### config.mk
export PLATFORM = sky130hd
export DESIGN_NAME = gdp_relax
export DESIGN_NICKNAME = d
export VERILOG_FILES = /design/src/sv/grid_dijkstra_planner_top_assert.svh /design/src/sv/gdp_pkg.sv /design/src/sv/gdp_relax.sv
export SDC_FILE = /design/constraint.sdc
export NUM_CORES = 1
export LEC_CHECK = 0
export CORE_MARGIN = 1
export CORE_UTILIZATION = 45
export DETAILED_ROUTE_END_ITERATION = 10
export DONT_BUFFER_PORTS = 1
export SYNTH_ARGS = -nofsm -noshare
export SYNTH_HDL_FRONTEND = slang
export SYNTH_SLANG_ARGS = --single-unit
### constraint.sdc
create_clock -name vclk -period 7
set_clock_uncertainty 0.1 [all_clocks]
set_input_delay 1.4 -clock vclk [all_inputs]
set_output_delay 1.4 -clock vclk [all_outputs]
set_load 0.005 [all_outputs]
### src/sv/grid_dijkstra_planner_top_assert.svh
// ----------------------------------------------------------------------------
// Assertion macros for the grid planner
// Clocked assertion forms used by the planner top module.
// ----------------------------------------------------------------------------
`ifndef GRID_DIJKSTRA_PLANNER_TOP_ASSERT_SVH
`define GRID_DIJKSTRA_PLANNER_TOP_ASSERT_SVH

// Checked only while out of reset.
`define GDP_ASSERT(name, prop, msg) \
  name: assert property (@(posedge clk_i) disable iff (!rst_ni) (prop)) else $error(msg);

// Checked at every edge, reset included.
`define GDP_ASSERT_ALWAYS(name, prop, msg) \
  name: assert property (@(posedge clk_i) (prop)) else $error(msg);

`endif

### src/sv/gdp_pkg.sv
// ----------------------------------------------------------------------------
// Grid planner package
// Command codes, register indexes, field widths and the move table.
// ----------------------------------------------------------------------------
`default_nettype none

package gdp_pkg;

  localparam int STEP_W     = 10;
  localparam int FIELD_W    = 6;
  localparam int RES_COST_W = 24;

  localparam logic [1:0] CMD_WRITE  = 2'd0;
  localparam logic [1:0] CMD_SEARCH = 2'd1;
  localparam logic [1:0] CMD_READ   = 2'd2;

  localparam logic CFG_STRAIGHT = 1'b0;
  localparam logic CFG_DIAG     = 1'b1;

  // Moves in search order; first four are axis moves.
  localparam logic signed [1:0] MOVE_DX [8] = '{2'sd1, 2'sd0, -2'sd1, 2'sd0,
                                               -2'sd1, -2'sd1, 2'sd1, 2'sd1};
  localparam logic signed [1:0] MOVE_DY [8] = '{2'sd0, 2'sd1, 2'sd0, -2'sd1,
                                               -2'sd1, 2'sd1, -2'sd1, 2'sd1};

endpackage

`default_nettype wire

### src/sv/gdp_relax.sv
// ----------------------------------------------------------------------------
// Grid planner cost unit
// Saturating add of a step to a base cost and strict compare with a reference.
// ----------------------------------------------------------------------------
`default_nettype none

module gdp_relax #(
  parameter int COST_BITS = 24
) (
  input  wire logic [COST_BITS-1:0]     base_i,
  input  wire logic [gdp_pkg::STEP_W-1:0] step_i,
  input  wire logic [COST_BITS-1:0]     ref_i,
  output logic      [COST_BITS-1:0]     sum_o,
  output logic                          lt_o
);

  localparam logic [COST_BITS-1:0] COST_INF = {COST_BITS{1'b1}};

  logic [COST_BITS:0] wide_sum;

  always_comb begin
    wide_sum = {1'b0, base_i} + (COST_BITS + 1)'(step_i);
    // clamp just below the unreachable mark
    if (wide_sum >= {1'b0, COST_INF}) begin
      sum_o = COST_INF - COST_BITS'(1);
    end else begin
      sum_o = wide_sum[COST_BITS-1:0];
    end
    lt_o = sum_o < ref_i;
  end

endmodule

`default_nettype wire

==> impl_metrics.tcl <==
set metrics [dict create \
    yosys_warnings 0 \
    worstSetupPathType "primary input to output port" \
    clkbuf_count 0 \
    drive_gt1_share_pct 4.69 \
    crit_fanout 13 \
    die_y_um 60.1 \
    timing_hold_violations_final 0 \
    status "completed" \
    coreArea_um2 3130 \
    port-buffer-count 0 \
    yosysTopAreaCell "ha_1" \
    setup_viol 0 \
    ant_nets 0 \
    worst_pin_slew_ns 0.580 \
    cts_setup_buffers 0 \
    syn_inst 215 \
    critPathLaunchType "primary input" \
    ioPinCount 83 \
    dpl_cell_area_um2 1560 \
    fin_area_um2 1560 \
    grt_overflow 0 \
    drv_cap 0 \
    syn_area_um2 1520 \
    yosys.cell_types.count 41 \
    hp-class "primary input to output port" \
    gp_congestion 0.857 \
    track_usage_pct 20.0 \
    max_freq_mhz 154 \
    grt_pass1_vias 1367 \
    first_pass_iters 4 \
    holdPathStages 2 \
    dpl.hpwl_um 3460 \
    grt_max_degree 14 \
    fp-row-count 20 \
    flops_and_latches 0 \
    antenna_found_initial 0 \
    synthTopCellsByCount "ha_1 (33), nand2_1 (26), inv_1 (25)" \
    power.density_nw_per_um2 84.8 \
    syn2layout_area_growth_pct 2.72 \
    worstPathRequired_ns 5.50 \
    die_w_um 60.1 \
    leakage_uw 0.000798 \
    via_count 1476 \
    avgSynthCellArea_um2 7.07 \
    slew_headroom_pct 61.1 \
    critPathCaptureType "output port" \
    yosysSeqAreaShare_pct 0 \
    slowest_delay_ns 0.40 \
    cts-resized-gates 0 \
    via_per_inst 5.74 \
    num-fill-cells 328 \
    setup_tns_ns 0 \
    wire_per_inst_um 14.4 \
    timing.final.crit_share_pct 92.9 \
    whs_endpoint "sum_o[20]" \
    synth_top_cell_area_share_pct 27.2 \
    dieArea_um2 3610 \
    slew_violations 0 \
    cp.arrival_ns 5.00 \
    drt-total-wl_um 3710 \
    timing.critical_path.mode_cell "a21o_1" \
    min_period_ns 6.50 \
    cts_hold_buffers 0 \
    cpMaxStageDelayCell "fa_1" \
    synth_most_common_cell "ha_1" \
    peakVddDrop_mv 0.0422 \
    insertedDiodeCount 0 \
    start_util_pct 48.6 \
    finalNetCount 307 \
    syn_nets 307 \
    drc 0 \
    cp_cell_sequence "ha_1 > fa_1 > a21o_1 > a221oi_1 > o32a_4 > nor2_2 > nand2_1 > or3_1 > nand2_1 > ha_1 > a21o_1 > a21o_1 > a21o_1 > a21oi_1 > nor2b_1 > o211ai_1 > nand4_1 > a41oi_2" \
    seqCellArea_um2 0 \
    synth_area_leaders "ha_1 (27%), xnor2_1 (6.9%), nand2_1 (6.4%), inv_1 (6.2%), a21o_1 (5.9%)" \
    min-delay-start "base_i[20]" \
    rsz0062_at_grt "no" \
    grt_pass1_wl_um 5730 \
    drt-initial-drc-count 58 \
]
-- report_power, final --
group	switching [uW]	total, uW	internal, uW	leakage, uW
Combinational	75.6	132	56.9	0.000798
Clock	0	0	0	0
Sequential	0	0	0	0
Total	75.6	132	56.9	0.000798
-- cells in the final DEF (no fill, tap or decap), drive strengths merged, types with 6 or more instances in the layout --
cell type  instances
a21o              12
nand4              9
nand2             26
nand2b             7
o21ai              6
nor2              10
a21oi             11
xor2               8
nand3              7
xnor2             12
inv               25
ha                33
-- cell families (layout without fill, tap and decap cells) --
| group | after synthesis | count (layout) | share of synthesized area (%) |
|---|---|---|---|
| fa+ha+maj | 34 | 34 | 28.5 |
| buf+inv | 28 | 26 | 7.57 |
| xor+xnor | 20 | 20 | 11.5 |
| compound gates | 47 | 47 | 22.6 |
| simple gates | 86 | 86 | 29.9 |
-- area by class of cell --
type               instances  area (um2)  area share (%)
repair buffers             1        7.51           0.481
multi-input cells        187        1410            90.0
well taps                 44        55.1            3.53
inverters                 25        93.8            6.01
-- per-stage QoR --
stage	hold slack [ns]	power, uW	cells	setup WS [ns]	utilization [%]
after floorplan	2.83	106	215	0.798	-
after global placement	2.85	129	257	0.540	49.9
after detailed placement	2.85	133	257	0.497	49.9
after CTS	2.85	133	257	0.484	49.9
after global routing	2.86	150	257	0.290	49.9
final	2.84	132	257	0.500	49.9
-- metal layers --
metal	track usage (%)	part of all wire (%)	up-vias
met5	0	0	-
li1	-	-	766
met1	25.7	44	660
met3	2.81	6.6	0
met2	36.7	49	50
met4	0.664	0	0
-- worst max-delay path by stage --
stage / start / end / slack, ns
after floorplan: base_i[0] / lt_o / 0.80
after global placement: base_i[0] / lt_o / 0.54
after detailed placement: base_i[0] / lt_o / 0.50
after CTS: base_i[0] / lt_o / 0.48
after global routing: base_i[0] / lt_o / 0.29
final: base_i[0] / lt_o / 0.50
-- worst max-delay path: cells and delay by family --
family	cells	cell delay [ns]
AOI/OAI and AO/OA	9	1.86
adders and majority gates	3	0.93
and+or+nand+nor	6	0.81
(Power assumes the default switching activity.)
